[src/design/bmf2d_pkg.sv]
// Shared types, constants and helpers for the 2-D box mean filter.
// Used by bmf2d_ctrl, bmf2d_dpath and box_mean_filter_2d_unit; no dependencies.
package bmf2d_pkg;

    localparam int MAX_WIDTH_DEF  = 1024;
    localparam int MAX_RADIUS_DEF = 7;
    localparam int PIXEL_BITS_DEF = 16;

    localparam int CFG_DATA_W = 13;
    localparam int CFG_IDX_W  = 2;
    localparam int WIDTH_REG_W  = 11;
    localparam int HEIGHT_REG_W = 13;
    localparam int RADIUS_REG_W = 3;
    localparam int ROW_W      = 14;
    localparam int RAD_W      = 4;
    localparam int MEAN_W     = 24;
    localparam int FRAC_BITS  = 8;

    localparam logic [CFG_IDX_W-1:0] CFG_WIDTH  = 2'd0;
    localparam logic [CFG_IDX_W-1:0] CFG_HEIGHT = 2'd1;
    localparam logic [CFG_IDX_W-1:0] CFG_RADIUS = 2'd2;

    localparam logic [10:0] WIDTH_RST  = 11'd1024;
    localparam logic [12:0] HEIGHT_RST = 13'd1024;
    localparam logic [2:0]  RADIUS_RST = 3'd3;

    // controller -> datapath
    typedef struct packed {
        logic accept;
        logic calc;
        logic div_step;
        logic load_out;
    } t_cmd;

    // datapath -> controller
    typedef struct packed {
        logic need_out;
        logic div_done;
        logic out_free;
    } t_status;

    // number of window taps inside [0, size-1] around center
    function automatic logic [15:0] clipped_count(input logic [15:0] center,
                                                 input logic [15:0] rad,
                                                 input logic [15:0] size);
        logic [15:0] lo;
        logic [15:0] hi;
        lo = (center >= rad) ? center - rad : 16'd0;
        hi = center + rad;
        if (hi > size - 16'd1) hi = size - 16'd1;
        return hi - lo + 16'd1;
    endfunction

endpackage

[src/design/bmf2d_ctrl.sv]
// Sequencer for the box mean filter: accept, column/line update, divide, output.
// Depends on bmf2d_pkg; drives bmf2d_dpath through t_cmd.
module bmf2d_ctrl (
    input  logic                i_clk,
    input  logic                i_rst_n,
    input  logic                i_valid,
    output logic                o_ready,
    input  bmf2d_pkg::t_status  i_status,
    output bmf2d_pkg::t_cmd     o_cmd
);

    typedef enum logic [3:0] {
        S_IDLE = 4'b0001,
        S_CALC = 4'b0010,
        S_DIV  = 4'b0100,
        S_DONE = 4'b1000
    } t_state;

    t_state r_state, n_state;

    always_ff @(posedge i_clk) begin
        if (!i_rst_n) r_state <= S_IDLE;
        else          r_state <= n_state;
    end

    always_comb begin
        n_state          = r_state;
        o_cmd            = '0;
        o_ready          = (r_state == S_IDLE);
        case (r_state)
            S_IDLE: begin
                if (i_valid) begin
                    o_cmd.accept = 1'b1;
                    n_state      = S_CALC;
                end
            end
            S_CALC: begin
                o_cmd.calc = 1'b1;
                n_state    = i_status.need_out ? S_DIV : S_IDLE;
            end
            S_DIV: begin
                o_cmd.div_step = 1'b1;
                if (i_status.div_done) n_state = S_DONE;
            end
            S_DONE: begin
                if (i_status.out_free) begin
                    o_cmd.load_out = 1'b1;
                    n_state        = S_IDLE;
                end
            end
            default: n_state = S_IDLE;
        endcase
    end

    a_calc_after_accept: assert property (@(posedge i_clk) disable iff (!i_rst_n)
        o_cmd.accept |=> r_state == S_CALC)
        else $error("no update cycle after accept");
    a_done_holds: assert property (@(posedge i_clk) disable iff (!i_rst_n)
        (r_state == S_DONE && !i_status.out_free) |=> r_state == S_DONE)
        else $error("result dropped while output busy");
    a_div_done_in_div: assert property (@(posedge i_clk) disable iff (!i_rst_n)
        i_status.div_done |-> r_state == S_DIV)
        else $error("divider finished outside divide phase");

endmodule

[config.mk]
export PLATFORM = sky130hd
export DESIGN_NAME = bmf2d_ctrl
export DESIGN_NICKNAME = d
export VERILOG_FILES = /design/src/design/bmf2d_pkg.sv /design/src/design/bmf2d_ctrl.sv
export SDC_FILE = /design/constraint.sdc
export NUM_CORES = 1
export LEC_CHECK = 0
export BUFFER_PORTS_ARGS = -buffer_cell sky130_fd_sc_hd__buf_2
export CAP_MARGIN = 20
export CORE_AREA = 2 2 39 41
export CTS_BUF_LIST = sky130_fd_sc_hd__clkbuf_8
export CTS_CLUSTER_DIAMETER = 50
export CTS_CLUSTER_SIZE = 12
export DETAILED_ROUTE_END_ITERATION = 16
export DIE_AREA = 0 0 41 43
export GPL_TIMING_DRIVEN = 0
export SYNTH_ARGS = -nofsm -noshare
export SYNTH_HDL_FRONTEND = slang
export SYNTH_SLANG_ARGS = --single-unit
[constraint.sdc]
create_clock -name i_clk -period 3.4 [get_ports i_clk]
set_input_delay 0.51 -clock i_clk [delete_from_list [all_inputs] [get_ports i_clk]]
set_output_delay 0.51 -clock i_clk [all_outputs]
set_load 0.02 [all_outputs]
* Yosys cells after proc, flatten, opt, wreduce, memory -nomap -nowiden
Index checks and enable logic that the tools add are counted.
** Cells by class
- Equality and inequality tests :: 7
- Multiplexer cells :: 11
- Reductions and logical operators :: 1
** Operators by type and width (number)
- one-hot mux 4 bit (4 select lines) :: 1
- two-way mux 4 bit :: 3
- two-way mux 1 bit :: 6
- inequality test 2 bit, second input constant :: 3
- equality test 4 x 1 -> 1 bit, second input constant :: 1
- equality test 4 x 2 -> 1 bit, second input constant :: 1
- equality test 4 x 3 -> 1 bit, second input constant :: 1
- equality test 4 bit, second input constant :: 1
- two-way mux 3 bit :: 1
- AND reduction 3 bit :: 1
** Storage, ports and cells
- Register bits :: 4
- Bits of input ports :: 6
- Output and inout port bits :: 5

* Logic depth before layout (Yosys ltp)
Gate-level depths: netlist of run 1.
- Depth in word-level cells :: 3
- Gate-level depth with buffers :: 5
- Mapped depth without buffers :: 4

* Worst setup path after synthesis of run 1
Ideal clock, no wire load.
- Kind :: register -> output
- Start point :: reg r_state[1]
- End point :: out o_cmd[3] (netlist name)
- Arrival :: 1.190 ns
- Data required time :: 2.890 ns
- Path slack :: 1.700 ns
- Cell stages (with the launch flop) :: 6
- Buffers on the path :: 1
- Cells stage by stage :: dfxtp_1 -> buf_6 -> nand2b_4 -> or3_4 -> inv_2 -> and2_2
** RTL lines
- start: declaration :: RTL line bmf2d_ctrl.sv:19 : t_state r_state, n_state;
- start signal: assignment :: RTL line bmf2d_ctrl.sv:23 : else r_state <= n_state;
- end: declaration :: RTL line bmf2d_ctrl.sv:9 : output bmf2d_pkg::t_cmd o_cmd

==> impl_results.html, run 1 <==
<table>
<tr><th>Metric</th><th>Value</th></tr>
<tr><th colspan="2">Outcome</th></tr>
<tr><td>Status</td><td>finished, final reports clean</td></tr>
<tr><th colspan="2">Synthesis</th></tr>
<tr><td>Post-synth top area share</td><td>32.0%</td></tr>
<tr><td>Syn avg cell area</td><td>between 8 and 9 µm²</td></tr>
<tr><td>Commonest cells post-synth</td><td>sky130_fd_sc_hd__dfxtp_1, sky130_fd_sc_hd__and3_1, sky130_fd_sc_hd__nand3b_1, sky130_fd_sc_hd__nor2_1, sky130_fd_sc_hd__nor4_1</td></tr>
<tr><td>Number of synthesized flops with an enable pin</td><td>0</td></tr>
<tr><td>Post-synth top flop</td><td>sky130_fd_sc_hd__dfxtp_1</td></tr>
<tr><td>Number of synthesized register bits</td><td>4</td></tr>
<tr><td>Total nets after synthesis</td><td>34</td></tr>
<tr><td>Largest family of logic cells by synthesized area</td><td>simple AND/OR/NAND/NOR gates</td></tr>
<tr><td>Synthesized netlist cell count</td><td>28</td></tr>
<tr><td>Cell Area, Synth</td><td>250 µm²</td></tr>
<tr><td>Adder and majority cell fraction of the synthesized area</td><td>0%</td></tr>
<tr><td>Number of distinct library cells after synthesis</td><td>20</td></tr>
<tr><td>Area share of xor/xnor cells in the synthesized design</td><td>0%</td></tr>
<tr><td>Sequential fraction of the synthesis area</td><td>32.0%</td></tr>
<tr><td>Biggest area consumer among synthesized cells</td><td>sky130_fd_sc_hd__dfxtp_1</td></tr>
<tr><td>Synth warn</td><td>0</td></tr>
<tr><td>Fraction of the mapped netlist area in compound gates</td><td>15.5%</td></tr>
<tr><td>Leading cell type by number of instances after synthesis</td><td>sky130_fd_sc_hd__dfxtp_1</td></tr>
<tr><td>Cells taking the most area after synthesis</td><td>sky130_fd_sc_hd__dfxtp_1, sky130_fd_sc_hd__and3_1, sky130_fd_sc_hd__nand3b_1, sky130_fd_sc_hd__nand2b_4, sky130_fd_sc_hd__nor4_1</td></tr>
<tr><td>Synth Area in Simple Gates</td><td>~45%</td></tr>
<tr><td>Synth async-reset ratio</td><td>0%</td></tr>
<tr><td>Mux cell area share after synthesis</td><td>0%</td></tr>
<tr><th colspan="2">Power and ir drop</th></tr>
<tr><td>IR Drop Worst-Case VDD</td><td>0.000126 V</td></tr>
<tr><td>P per Cell Area</td><td>around 510 mW/mm²</td></tr>
<tr><td>Static leakage</td><td>0.168 nW</td></tr>
<tr><th colspan="2">Critical path</th></tr>
<tr><td>Startpoint type of the worst setup path</td><td>flop</td></tr>
<tr><td>Maximum net fanout on the critical path</td><td>9</td></tr>
<tr><td>Setup slack on the worst flop-to-flop path</td><td>2.24 ns</td></tr>
<tr><td>Crit. End Element</td><td>output port</td></tr>
<tr><td>Cell with the biggest individual delay on the critical path</td><td>sky130_fd_sc_hd__or3_4</td></tr>
<tr><td>Delay-heaviest family, CP</td><td>simple AND/OR/NAND/NOR gates</td></tr>
<tr><td>Crit path DAT</td><td>1.45 ns</td></tr>
<tr><td>Max incr delay on CP</td><td>0.34 ns</td></tr>
<tr><td>Data required time of the worst path</td><td>2.89 ns</td></tr>
<tr><td>Setup Crit Path Kind</td><td>flop to output port</td></tr>
<tr><td>Chain of cells forming the critical path</td><td>buf_6 -&gt; nand2b_4 -&gt; or3_4 -&gt; inv_2 -&gt; and2_2 -&gt; buf_2</td></tr>
<tr><td>Number of cells on the worst reg-to-reg path</td><td>5</td></tr>
<tr><td>Endpoint of the most critical register-to-register path</td><td>r_state[1]$_SDFFE_PN0P_</td></tr>
<tr><td>Crit path buffers/inverters</td><td>3</td></tr>
<tr><td>Origin of the critical flop-to-flop path</td><td>r_state[1]$_SDFFE_PN0P_</td></tr>
<tr><th colspan="2">Placed design</th></tr>
<tr><td>Worst slack after detailed placement</td><td>1.68 ns</td></tr>
<tr><td>Weighted congestion at the end of routability-driven global placement</td><td>0.732</td></tr>
<tr><td>IO buf count</td><td>10</td></tr>
<tr><td>Post-DP HPWL</td><td>434 µm</td></tr>
<tr><td>Dpl cells</td><td>54</td></tr>
<tr><th colspan="2">Die</th></tr>
<tr><td>Core area</td><td>between 0.001 and 0.0015 mm²</td></tr>
<tr><td>Die height</td><td>43 µm</td></tr>
<tr><td>Chip Width</td><td>41 µm</td></tr>
<tr><td>Number of standard-cell rows in the floorplan</td><td>14</td></tr>
<tr><td>Top-level I/O count</td><td>11</td></tr>
<tr><td>DIE AREA</td><td>0.00176 mm²</td></tr>
<tr><td>Initial core utilization</td><td>between 10% and 20%</td></tr>
<tr><th colspan="2">Flow run</th></tr>
<tr><td>Max Cap Violations</td><td>0</td></tr>
<tr><th colspan="2">Min path</th></tr>
<tr><td>Number of cells traversed by the worst hold path</td><td>2</td></tr>
<tr><td>Beginning of the worst hold path</td><td>i_rst_n</td></tr>
<tr><td>Type of the tightest min-delay check</td><td>primary input to flop</td></tr>
<tr><td>Capture endpoint of the worst hold path</td><td>r_state[0]$_SDFFE_PN1P_</td></tr>
<tr><th colspan="2">STA</th></tr>
<tr><td>Max-Slew Margin vs Limit</td><td>about four fifths</td></tr>
<tr><td>Largest clock skew in the final design</td><td>0.000968 ns</td></tr>
<tr><td>RSZ-0062 raised after global routing</td><td>false</td></tr>
<tr><td>Fin crit share</td><td>57.5%</td></tr>
<tr><td>Total count of hold-check failures in the final report</td><td>0</td></tr>
<tr><td>Final number of max-transition violations</td><td>0</td></tr>
<tr><td>Pin slew with the least headroom to its limit</td><td>0.282 ns</td></tr>
<tr><td>Crit path time final</td><td>~2.0 ns</td></tr>
<tr><td>Final setup violation count</td><td>0</td></tr>
<tr><td>Setup Total Neg Slack</td><td>0 ns</td></tr>
<tr><td>Crit path setup slack, layout</td><td>1.44 ns</td></tr>
<tr><td>Highest attainable clock frequency</td><td>511 MHz</td></tr>
<tr><td>Hold Slack</td><td>0.514 ns</td></tr>
<tr><th colspan="2">Routing</th></tr>
<tr><td>Number of vias in the routed layout</td><td>between 200 and 300</td></tr>
<tr><td>Wirelength per Cell</td><td>9.65 µm</td></tr>
<tr><td>Final wirelength</td><td>550 µm</td></tr>
<tr><td>DR vias/cell</td><td>4.44</td></tr>
<tr><td>Count of unresolved DRC violations after routing</td><td>0</td></tr>
<tr><td>Antenna-violating nets left</td><td>0</td></tr>
<tr><td>DR iter-0 viols</td><td>4</td></tr>
<tr><td>Number of search-and-repair iterations in the first detailed-routing pass</td><td>2</td></tr>
<tr><th colspan="2">Global route</th></tr>
<tr><td>First-pass GRT wire length</td><td>869 µm</td></tr>
<tr><td>Number of antenna violations at the first check in global routing</td><td>0</td></tr>
<tr><td>Vias in the first global route</td><td>218</td></tr>
<tr><td>Maximum number of pins on one net before global-route repair</td><td>10</td></tr>
<tr><td>GR Overflow Total</td><td>0</td></tr>
<tr><td>Global routing usage summed across all routing layers</td><td>7.32%</td></tr>
<tr><th colspan="2">Clocking</th></tr>
<tr><td>CTS H-Tree Depth</td><td>1</td></tr>
<tr><td>Clock-pin slew on the worst setup and hold paths</td><td>0.03 ns</td></tr>
<tr><td>Setup bufs post-CTS</td><td>0</td></tr>
<tr><td>Clock network latency to the later pin of the worst-skew pair</td><td>0.21 ns</td></tr>
<tr><td>Clock buffers created by TritonCTS</td><td>3</td></tr>
<tr><td>CTS Hold Bufs</td><td>0</td></tr>
<tr><td>Clock tree root driver cell</td><td>sky130_fd_sc_hd__clkbuf_8</td></tr>
<tr><td>Number of buffers between clock root and the deepest sink</td><td>2</td></tr>
<tr><td>Post-cts sizing count</td><td>0</td></tr>
<tr><td>Clock tree from TritonCTS</td><td>yes</td></tr>
<tr><td>Total number of clock tree sinks</td><td>4</td></tr>
<tr><th colspan="2">Layout</th></tr>
<tr><td>NumNets Final</td><td>49</td></tr>
<tr><td>Flip-flop count of the largest register, all copies and words added</td><td>4</td></tr>
<tr><td>Area Overhead vs Synth</td><td>44.5%</td></tr>
<tr><td>Layout cells sized above 1</td><td>about 46%</td></tr>
<tr><td>N_diodes</td><td>0</td></tr>
<tr><td>Most flops, register</td><td>r_state</td></tr>
<tr><td>Post-layout instance count excluding filler cells</td><td>57</td></tr>
<tr><td>Largest registers ranked by flip-flop count</td><td>r_state: 4 flops</td></tr>
</table>
through the flow:
stage          instance area [µm²]  util [%]  power, mW
4_1_cts                        362      26.1      0.187
2_1_floorplan                  250         -     0.0759
3_3_place_gp                   320      23.1     0.0854
5_1_grt                        362      26.1      0.193
3_5_place_dp                   320      23.1     0.0859
6_report                       362      26.1      0.183
per-layer routing:
layer	routed length, µm	global-route usage, %
met1	314	11.9
met2	188	7.50
met3	46	1.57
met4	0	6.00
met5	0	0
cells in the final DEF, fill, tap and decap left out, types with 2 or more instances in the layout:
| cell type | Yosys | final |
|---|---|---|
| sky130_fd_sc_hd__and3_1 | 3 | 3 |
| sky130_fd_sc_hd__buf_2 | 0 | 10 |
| sky130_fd_sc_hd__clkbuf_8 | 0 | 3 |
| sky130_fd_sc_hd__dfxtp_1 | 4 | 4 |
| sky130_fd_sc_hd__nand3b_1 | 2 | 2 |
| sky130_fd_sc_hd__nor2_1 | 2 | 2 |
| sky130_fd_sc_hd__nor4_1 | 2 | 2 |
logic make-up (layout without fill, tap and decap cells):
group | count (synthesis) | in the layout
AO/OA/AOI/OAI | 5 | 5
buffers and inverters | 3 | 16
flip-flops | 4 | 4
AND/OR/NAND/NOR | 16 | 16
worst register-to-register path: cells and delay by family, from the launching register on:
| family | cells | cell delay [ns] |
|---|---|---|
| and+or+nand+nor | 3 | 0.61 |
| buffers and inverters | 2 | 0.19 |
| DFF | 1 | 0.30 |
report_power, final:
group	internal [mW]	switching [mW]	leakage, nW
Clock	0.0753	0.0227	0.0216
Combinational	0.0159	0.0158	0.113
Sequential	0.0498	0.00379	0.0327
Total	0.141	0.0423	0.168
worst max-delay path by stage:
| stage | from | end | cells after the start |
|---|---|---|---|
| 6_report | r_state[1]$_SDFFE_PN0P_ | o_cmd[3] | 6 |
| 3_5_place_dp | r_state[1]$_SDFFE_PN0P_ | o_cmd[3] | 6 |
| 3_3_place_gp | r_state[1]$_SDFFE_PN0P_ | o_cmd[3] | 6 |
| 2_1_floorplan | r_state[1]$_SDFFE_PN0P_ | o_cmd[3] | 5 |
| 5_1_grt | r_state[0]$_SDFFE_PN1P_ | o_cmd[3] | 5 |
| 4_1_cts | r_state[1]$_SDFFE_PN0P_ | o_cmd[3] | 6 |
cell type report:
type | count | area (µm²)
Multi-Input combinational cell | 21 | 151
Timing Repair Buffer | 10 | 50.0
Clock buffer | 3 | 41.3
Buffer | 1 | 11.3
Inverter | 2 | 7.51
Fill cell | 153 | 1020
Sequential cell | 4 | 80.1
Tap cell | 16 | 20.0
(Power assumes the default switching activity.)
==> run 2: changes to the inputs <==
==> constraint.sdc (replaced) <==
create_clock -name i_clk -period 1.6 [get_ports i_clk]
set_input_delay 0.24 -clock i_clk [delete_from_list [all_inputs] [get_ports i_clk]]
set_output_delay 0.24 -clock i_clk [all_outputs]
set_load 0.02 [all_outputs]
==> run 2 against run 1 <==
Clock skew rose by 0.0015 ns. Routed wire length rose by 4.7%. Design area rose by 2.8%. Sequential share of layout area rose by 1.4 points. Sequential power rose by 110%. First-iteration DRC count rose by 50%. Critical path depth fell by 1. Critical endpoint unchanged.
==> impl_results.html, run 2 (synthesis results as in run 1) <==
<table>
<tr><th>Metric</th><th>Value</th></tr>
<tr><th colspan="2">Die</th></tr>
<tr><td>Initial core utilization</td><td>18.1%</td></tr>
<tr><td>Core area</td><td>0.00138 mm²</td></tr>
<tr><td>Die height</td><td>43 µm</td></tr>
<tr><td>Chip Width</td><td>around 41 µm</td></tr>
<tr><td>Number of standard-cell rows in the floorplan</td><td>14</td></tr>
<tr><td>Top-level I/O count</td><td>11</td></tr>
<tr><td>DIE AREA</td><td>0.00176 mm²</td></tr>
<tr><th colspan="2">Layout</th></tr>
<tr><td>N_diodes</td><td>0</td></tr>
<tr><td>Most flops, register</td><td>r_state</td></tr>
<tr><td>Fill count</td><td>~150</td></tr>
<tr><td>Flip-flop count of the largest register, all copies and words added</td><td>4</td></tr>
<tr><td>Largest registers ranked by flip-flop count</td><td>r_state: 4 flops</td></tr>
<tr><td>Layout cells sized above 1</td><td>51.2%</td></tr>
<tr><td>Top library cells by usage in the layout, fill and taps aside</td><td>sky130_fd_sc_hd__buf_2, sky130_fd_sc_hd__and3_1, sky130_fd_sc_hd__clkbuf_8</td></tr>
<tr><td>NumNets Final</td><td>roughly 50</td></tr>
<tr><td>Leading cell type in the layout, fill and taps excluded</td><td>sky130_fd_sc_hd__buf_2</td></tr>
<tr><td>Fin area</td><td>between 300 and 400 µm²</td></tr>
<tr><td>Area Overhead vs Synth</td><td>48.5%</td></tr>
<tr><th colspan="2">Clocking</th></tr>
<tr><td>Clock tree root driver cell</td><td>sky130_fd_sc_hd__clkbuf_8</td></tr>
<tr><td>CTS H-Tree Depth</td><td>1</td></tr>
<tr><td>Clock buffers created by TritonCTS</td><td>3</td></tr>
<tr><td>Clock network latency to the later pin of the worst-skew pair</td><td>0.21 ns</td></tr>
<tr><td>Clock tree from TritonCTS</td><td>yes</td></tr>
<tr><td>Total number of clock tree sinks</td><td>4</td></tr>
<tr><td>CTS Hold Bufs</td><td>0</td></tr>
<tr><td>Clock-pin slew on the worst setup and hold paths</td><td>~0.03 ns</td></tr>
<tr><td>Number of buffers between clock root and the deepest sink</td><td>2</td></tr>
<tr><th colspan="2">Power and ir drop</th></tr>
<tr><td>P per Cell Area</td><td>1060 mW/mm²</td></tr>
<tr><td>Static leakage</td><td>between 0.15 and 0.2 nW</td></tr>
<tr><td>IR Drop Worst-Case VDD</td><td>about 0.00022 V</td></tr>
<tr><th colspan="2">Routing</th></tr>
<tr><td>Number of search-and-repair iterations in the first detailed-routing pass</td><td>2</td></tr>
<tr><td>Count of unresolved DRC violations after routing</td><td>0</td></tr>
<tr><td>Wirelength per Cell</td><td>10.1 µm</td></tr>
<tr><td>Number of vias in the routed layout</td><td>259</td></tr>
<tr><td>Final wirelength</td><td>576 µm</td></tr>
<tr><td>Antenna-violating nets left</td><td>0</td></tr>
<tr><td>DR vias/cell</td><td>approximately 4.5</td></tr>
<tr><td>DR iter-0 viols</td><td>6</td></tr>
<tr><th colspan="2">STA</th></tr>
<tr><td>Total count of hold-check failures in the final report</td><td>0</td></tr>
<tr><td>Final setup violation count</td><td>0</td></tr>
<tr><td>Fin crit share</td><td>97.6%</td></tr>
<tr><td>Setup Total Neg Slack</td><td>0 ns</td></tr>
<tr><td>Max-Slew Margin vs Limit</td><td>between 80 and 90%</td></tr>
<tr><td>Largest clock skew in the final design</td><td>0.00247 ns</td></tr>
<tr><td>Highest attainable clock frequency</td><td>between 600 and 700 MHz</td></tr>
<tr><td>Final number of max-transition violations</td><td>0</td></tr>
<tr><td>RSZ-0062 raised after global routing</td><td>false</td></tr>
<tr><td>Pin slew with the least headroom to its limit</td><td>0.232 ns</td></tr>
<tr><td>Crit path time final</td><td>between 1.5 and 2 ns</td></tr>
<tr><th colspan="2">Placed design</th></tr>
<tr><td>Weighted congestion at the end of routability-driven global placement</td><td>about 0.73</td></tr>
<tr><td>Placed instance area</td><td>320 µm²</td></tr>
<tr><td>IO buf count</td><td>10</td></tr>
<tr><td>Post-DP HPWL</td><td>about 430 µm</td></tr>
<tr><th colspan="2">Global route</th></tr>
<tr><td>Maximum number of pins on one net before global-route repair</td><td>9</td></tr>
<tr><td>Number of antenna violations at the first check in global routing</td><td>0</td></tr>
<tr><td>Vias in the first global route</td><td>220</td></tr>
<tr><td>First-pass GRT wire length</td><td>~880 µm</td></tr>
<tr><td>GR Overflow Total</td><td>0</td></tr>
<tr><td>Global routing usage summed across all routing layers</td><td>7.52%</td></tr>
<tr><th colspan="2">Flow run</th></tr>
<tr><td>Max Cap Violations</td><td>0</td></tr>
<tr><th colspan="2">Critical path</th></tr>
<tr><td>Data required time of the worst path</td><td>1.36 ns</td></tr>
<tr><td>Maximum net fanout on the critical path</td><td>3</td></tr>
<tr><td>Startpoint type of the worst setup path</td><td>flop</td></tr>
<tr><td>Crit path DAT</td><td>1.32 ns</td></tr>
<tr><td>Setup Crit Path Kind</td><td>flop to output port</td></tr>
<tr><td>Crit. End Element</td><td>output port</td></tr>
<tr><th colspan="2">Min path</th></tr>
<tr><td>Type of the tightest min-delay check</td><td>primary input to flop</td></tr>
<tr><th colspan="2">Outcome</th></tr>
<tr><td>Status</td><td>finished, final reports clean</td></tr>
</table>
## run 2: cell types whose count changed in the layout (fill, tap and decap cells not counted)
cell | previous run | this run
sky130_fd_sc_hd__dfxtp_1 | 4 | 2
sky130_fd_sc_hd__dfxtp_4 | 0 | 2
sky130_fd_sc_hd__buf_2 | 10 | 9
sky130_fd_sc_hd__buf_4 | 0 | 1
## run 2: area by class of cell
| class | instances | area [µm²] | share of cell area (%) |
|---|---|---|---|
| Sequential cell | 4 | 87.6 | 23.6 |
| Multi-Input combinational cell | 21 | 151 | 40.7 |
| Tap cell | 16 | 20.0 | 5.39 |
| Timing Repair Buffer | 11 | 63.8 | 17.2 |
| Inverter | 2 | 7.51 | 2.02 |
| Clock buffer | 3 | 41.3 | 11.1 |
## run 2: metrics by stage
| stage | power (mW) | utilization [%] | setup slack (ns) | hold WS [ns] | instances |
|---|---|---|---|---|---|
| after floorplan | 0.161 | - | 0.170 | 0.319 | 28 |
| after global placement | 0.181 | 23.1 | 0.148 | 0.460 | 54 |
| after detailed placement | 0.183 | 23.1 | 0.145 | 0.465 | 54 |
| after CTS | 0.400 | 26.7 | 0.0339 | 0.237 | 57 |
| after global routing | 0.415 | 26.9 | 0.00487 | 0.235 | 57 |
| final | 0.395 | 26.9 | 0.0377 | 0.244 | 57 |
## run 2: final timing paths
path / startpoint / endpoint / slack, ns / depth (start not counted)
max: r_state[1]$_SDFFE_PN0P_ / o_cmd[3] / 0.04 / 5
min: i_rst_n / r_state[0]$_SDFFE_PN1P_ / 0.24 / 2
max reg2reg: r_state[1]$_SDFFE_PN0P_ / r_state[0]$_SDFFE_PN1P_ / 0.41 / 4
min reg2reg: r_state[0]$_SDFFE_PN1P_ / r_state[0]$_SDFFE_PN1P_ / 0.60 / 2
## run 2: layer usage
layer  up-vias  routed length (µm)  GRT usage (%)
met1       115                 314           11.2
li1        134                   -              -
met4         0                   0           6.00
met5         -                   0              0
met3         0                  46           1.57
met2        10                 215           8.75
## run 2: power by group
group / switching (mW) / internal [mW]
sequential: 0.00871 / 0.106
combinational: 0.0338 / 0.0361
clock: 0.0504 / 0.160
## run 2: critical path, stage by stage (launching register included)
cell and delay, ns:
sky130_fd_sc_hd__dfxtp_4 0.34, sky130_fd_sc_hd__nand2b_4 0.13, sky130_fd_sc_hd__or3_4 0.33, sky130_fd_sc_hd__inv_2 0.06, sky130_fd_sc_hd__and2_2 0.14, sky130_fd_sc_hd__buf_6 0.11
## run 2: repair_timing
item                                    in CTS  in global routing
setup buffers                                1                  0
endpoints found under the hold margin        0                  0
endpoints found under the setup margin       1                  1
gates resized for setup                      5                  1
==> run 3: changes to the inputs <==
--- a/config.mk
+++ b/config.mk
@@ -5,6 +5,7 @@
 export SDC_FILE = /design/constraint.sdc
 export NUM_CORES = 1
 export LEC_CHECK = 0
+export ABC_AREA = 1
 export BUFFER_PORTS_ARGS = -buffer_cell sky130_fd_sc_hd__buf_2
 export CAP_MARGIN = 20
 export CORE_AREA = 2 2 39 41
==> run 3 against run 2 <==
Power up 0.11%. Via count up 5.8%. Core utilization down 0.18 points. Hold slack better by 0.043 ns. Design area down 0.67%. Die area unchanged. Largest cell class unchanged.
==> impl_results.html, run 3 <==
<table>
<tr><th>Metric</th><th>Value</th></tr>
<tr><th colspan="2">Outcome</th></tr>
<tr><td>Status</td><td>finished, final reports clean</td></tr>
<tr><th colspan="2">Power and ir drop</th></tr>
<tr><td>Switching Fraction</td><td>26.4%</td></tr>
<tr><td>Combinational group share of total power</td><td>17.7%</td></tr>
<tr><td>P per Cell Area</td><td>1070 mW/mm²</td></tr>
<tr><td>Int Power</td><td>0.291 mW</td></tr>
<tr><td>IR Drop Worst-Case VDD</td><td>0.000437 V</td></tr>
<tr><td>Static leakage</td><td>~0.22 nW</td></tr>
<tr><td>Total power after layout</td><td>0.396 mW</td></tr>
<tr><td>Net load switching power</td><td>0.104 mW</td></tr>
<tr><td>Relative contribution of sequential cells to total power</td><td>between 20 and 30%</td></tr>
<tr><td>Proportion of power drawn by the clock network</td><td>54.5%</td></tr>
<tr><th colspan="2">STA</th></tr>
<tr><td>Total count of hold-check failures in the final report</td><td>0</td></tr>
<tr><td>Final setup violation count</td><td>0</td></tr>
<tr><td>Fin crit share</td><td>a little over four fifths</td></tr>
<tr><td>Max-Slew Margin vs Limit</td><td>between 80% and 90%</td></tr>
<tr><td>Pin slew with the least headroom to its limit</td><td>0.198 ns</td></tr>
<tr><td>Setup Total Neg Slack</td><td>0 ns</td></tr>
<tr><td>Hold Slack</td><td>0.286 ns</td></tr>
<tr><td>Highest attainable clock frequency</td><td>~750 MHz</td></tr>
<tr><td>RSZ-0062 raised after global routing</td><td>false</td></tr>
<tr><td>Largest clock skew in the final design</td><td>0.00248 ns</td></tr>
<tr><td>Final number of max-transition violations</td><td>0</td></tr>
<tr><td>Crit path time final</td><td>1.34 ns</td></tr>
<tr><th colspan="2">Synthesis</th></tr>
<tr><td>Synthesized netlist cell count</td><td>45</td></tr>
<tr><td>Cell Area, Synth</td><td>~260 µm²</td></tr>
<tr><td>Commonest cells post-synth</td><td>sky130_fd_sc_hd__inv_1, sky130_fd_sc_hd__nand2_1, sky130_fd_sc_hd__nor2_1</td></tr>
<tr><td>Post-synth top area share</td><td>roughly 31%</td></tr>
<tr><td>Number of synthesized flops with an enable pin</td><td>0</td></tr>
<tr><td>Syn avg cell area</td><td>5.73 µm²</td></tr>
<tr><td>Number of distinct library cells after synthesis</td><td>11</td></tr>
<tr><td>Synth async-reset ratio</td><td>0%</td></tr>
<tr><td>Number of synthesized register bits</td><td>4</td></tr>
<tr><td>Mux cell area share after synthesis</td><td>0%</td></tr>
<tr><td>Biggest area consumer among synthesized cells</td><td>sky130_fd_sc_hd__dfxtp_1</td></tr>
<tr><td>Largest family of logic cells by synthesized area</td><td>simple AND/OR/NAND/NOR gates</td></tr>
<tr><td>Post-synth top flop</td><td>sky130_fd_sc_hd__dfxtp_1</td></tr>
<tr><td>Fraction of the mapped netlist area in compound gates</td><td>4.37%</td></tr>
<tr><td>Area share of xor/xnor cells in the synthesized design</td><td>0%</td></tr>
<tr><td>Adder and majority cell fraction of the synthesized area</td><td>0%</td></tr>
<tr><td>Cells taking the most area after synthesis</td><td>sky130_fd_sc_hd__dfxtp_1, sky130_fd_sc_hd__inv_1, sky130_fd_sc_hd__nand2_1, sky130_fd_sc_hd__nor2_1, sky130_fd_sc_hd__nand3_1</td></tr>
<tr><td>Sequential fraction of the synthesis area</td><td>31.1%</td></tr>
<tr><td>Total nets after synthesis</td><td>51</td></tr>
<tr><td>Synth warn</td><td>0</td></tr>
<tr><td>Synth Area in Simple Gates</td><td>48.5%</td></tr>
<tr><th colspan="2">Critical path</th></tr>
<tr><td>Data required time of the worst path</td><td>1.36 ns</td></tr>
<tr><td>Maximum net fanout on the critical path</td><td>4</td></tr>
<tr><td>Startpoint type of the worst setup path</td><td>flop</td></tr>
<tr><td>Crit. Startpoint</td><td>r_state[0]$_SDFFE_PN1P_</td></tr>
<tr><td>Setup Crit Path Kind</td><td>flop to output port</td></tr>
<tr><td>Origin of the critical flop-to-flop path</td><td>r_state[0]$_SDFFE_PN1P_</td></tr>
<tr><td>Crit path DAT</td><td>1.10 ns</td></tr>
<tr><td>Crit. End Element</td><td>output port</td></tr>
<tr><th colspan="2">Clocking</th></tr>
<tr><td>Setup bufs post-CTS</td><td>0</td></tr>
<tr><td>Clock network latency to the later pin of the worst-skew pair</td><td>0.22 ns</td></tr>
<tr><td>Number of buffers between clock root and the deepest sink</td><td>2</td></tr>
<tr><td>Clock buffers created by TritonCTS</td><td>3</td></tr>
<tr><td>Clock tree root driver cell</td><td>sky130_fd_sc_hd__clkbuf_8</td></tr>
<tr><td>CTS Hold Bufs</td><td>0</td></tr>
<tr><td>Clock-pin slew on the worst setup and hold paths</td><td>0.03 ns</td></tr>
<tr><td>CTS H-Tree Depth</td><td>1</td></tr>
<tr><td>Total number of clock tree sinks</td><td>4</td></tr>
<tr><td>Clock tree from TritonCTS</td><td>yes</td></tr>
<tr><td>Post-cts sizing count</td><td>0</td></tr>
<tr><th colspan="2">Placed design</th></tr>
<tr><td>IO buf count</td><td>10</td></tr>
<tr><td>Weighted congestion at the end of routability-driven global placement</td><td>0.687</td></tr>
<tr><td>Post-DP HPWL</td><td>447 µm</td></tr>
<tr><th colspan="2">Die</th></tr>
<tr><td>Initial core utilization</td><td>around a fifth</td></tr>
<tr><td>Top-level I/O count</td><td>11</td></tr>
<tr><td>Die height</td><td>roughly 43 µm</td></tr>
<tr><td>Chip Width</td><td>~40 µm</td></tr>
<tr><td>DIE AREA</td><td>0.00176 mm²</td></tr>
<tr><td>Core area</td><td>around 0.0014 mm²</td></tr>
<tr><td>Number of standard-cell rows in the floorplan</td><td>14</td></tr>
<tr><th colspan="2">Flow run</th></tr>
<tr><td>Max Cap Violations</td><td>0</td></tr>
<tr><th colspan="2">Global route</th></tr>
<tr><td>Maximum number of pins on one net before global-route repair</td><td>5</td></tr>
<tr><td>Number of antenna violations at the first check in global routing</td><td>0</td></tr>
<tr><td>GR Overflow Total</td><td>0</td></tr>
<tr><td>Vias in the first global route</td><td>217</td></tr>
<tr><td>Global routing usage summed across all routing layers</td><td>8.04%</td></tr>
<tr><td>First-pass GRT wire length</td><td>around 800 µm</td></tr>
<tr><th colspan="2">Routing</th></tr>
<tr><td>Number of vias in the routed layout</td><td>274</td></tr>
<tr><td>Antenna-violating nets left</td><td>0</td></tr>
<tr><td>Number of search-and-repair iterations in the first detailed-routing pass</td><td>4</td></tr>
<tr><td>DR vias/cell</td><td>3.70</td></tr>
<tr><td>Final wirelength</td><td>553 µm</td></tr>
<tr><td>DR iter-0 viols</td><td>5</td></tr>
<tr><td>Count of unresolved DRC violations after routing</td><td>0</td></tr>
<tr><td>Wirelength per Cell</td><td>7.47 µm</td></tr>
<tr><th colspan="2">Layout</th></tr>
<tr><td>Area occupied by multi-input gates</td><td>136 µm²</td></tr>
<tr><td>N_diodes</td><td>0</td></tr>
<tr><td>Flip-flop count of the largest register, all copies and words added</td><td>4</td></tr>
<tr><td>NumNets Final</td><td>66</td></tr>
<tr><td>Area Overhead vs Synth</td><td>43.2%</td></tr>
<tr><td>Fill count</td><td>160</td></tr>
<tr><td>Share of the core filled with cells in the final layout</td><td>a little over a quarter</td></tr>
<tr><td>Largest registers ranked by flip-flop count</td><td>r_state: 4 flops</td></tr>
<tr><td>Seq. cell area</td><td>80.1 µm²</td></tr>
<tr><td>Layout cells sized above 1</td><td>between 20% and 30%</td></tr>
<tr><td>Most flops, register</td><td>r_state</td></tr>
<tr><td>Top library cells by usage in the layout, fill and taps aside</td><td>sky130_fd_sc_hd__inv_1, sky130_fd_sc_hd__nand2_1, sky130_fd_sc_hd__buf_2, sky130_fd_sc_hd__nor2_1</td></tr>
<tr><th colspan="2">Min path</th></tr>
<tr><td>Beginning of the worst hold path</td><td>i_rst_n</td></tr>
<tr><td>Type of the tightest min-delay check</td><td>primary input to flop</td></tr>
</table>
-- run 3: power by group through the flow --
| stage | combinational, mW | sequential (mW) | clock [mW] |
|---|---|---|---|
| final | 0.0700 | 0.110 | 0.216 |
| after detailed placement | 0.0716 | 0.111 | 0 |
| after CTS | 0.0716 | 0.110 | 0.217 |
| after global placement | 0.0702 | 0.111 | 0 |
| after floorplan | 0.0490 | 0.111 | 0 |
| after global routing | 0.0779 | 0.110 | 0.225 |
-- run 3: layer usage --
layer | GRT usage [%] | part of all wire, %
met1 | 7.42 | 44
met2 | 9.38 | 43
met3 | 4.71 | 6.5
met4 | 12.0 | 6.7
met5 | 0 | 0
-- run 3: cell type report --
type | count | share of cell area, %
multi-input combinational | 30 | 36.9
sequential | 4 | 21.7
timing repair buffer | 10 | 13.6
clock buffer | 3 | 11.2
inverter | 11 | 11.2
tap | 16 | 5.42
-- run 3: worst max-delay path: stages (launching register included) --
cell and delay (ns):
sky130_fd_sc_hd__dfxtp_1 0.31, sky130_fd_sc_hd__inv_1 0.07, sky130_fd_sc_hd__nor2_1 0.12, sky130_fd_sc_hd__nand2_1 0.12, sky130_fd_sc_hd__nor2_1 0.10, sky130_fd_sc_hd__buf_2 0.16
-- run 3: through the flow --
stage	setup slack, ns	cells	area, µm²
final	0.259	74	369
after global routing	0.171	74	369
after CTS	0.235	74	369
after detailed placement	0.461	71	328
after global placement	0.490	71	328
after floorplan	0.493	45	258
-- run 3: path summary, 6_finish.rpt --
kind                                                end  slack (ns)  cells after the start
worst max register to register  r_state[0]$_SDFFE_PN1P_        0.60                      7
worst max-delay path                           o_cmd[3]        0.26                      5
worst min-delay path            r_state[0]$_SDFFE_PN1P_        0.29                      4
worst min register to register  r_state[2]$_SDFFE_PN0P_        0.62                      4
-- run 3: logic make-up after synthesis --
kind of cell    count (synthesis)
simple gates                   28
flops                           4
compound gates                  2
buf+inv                        11
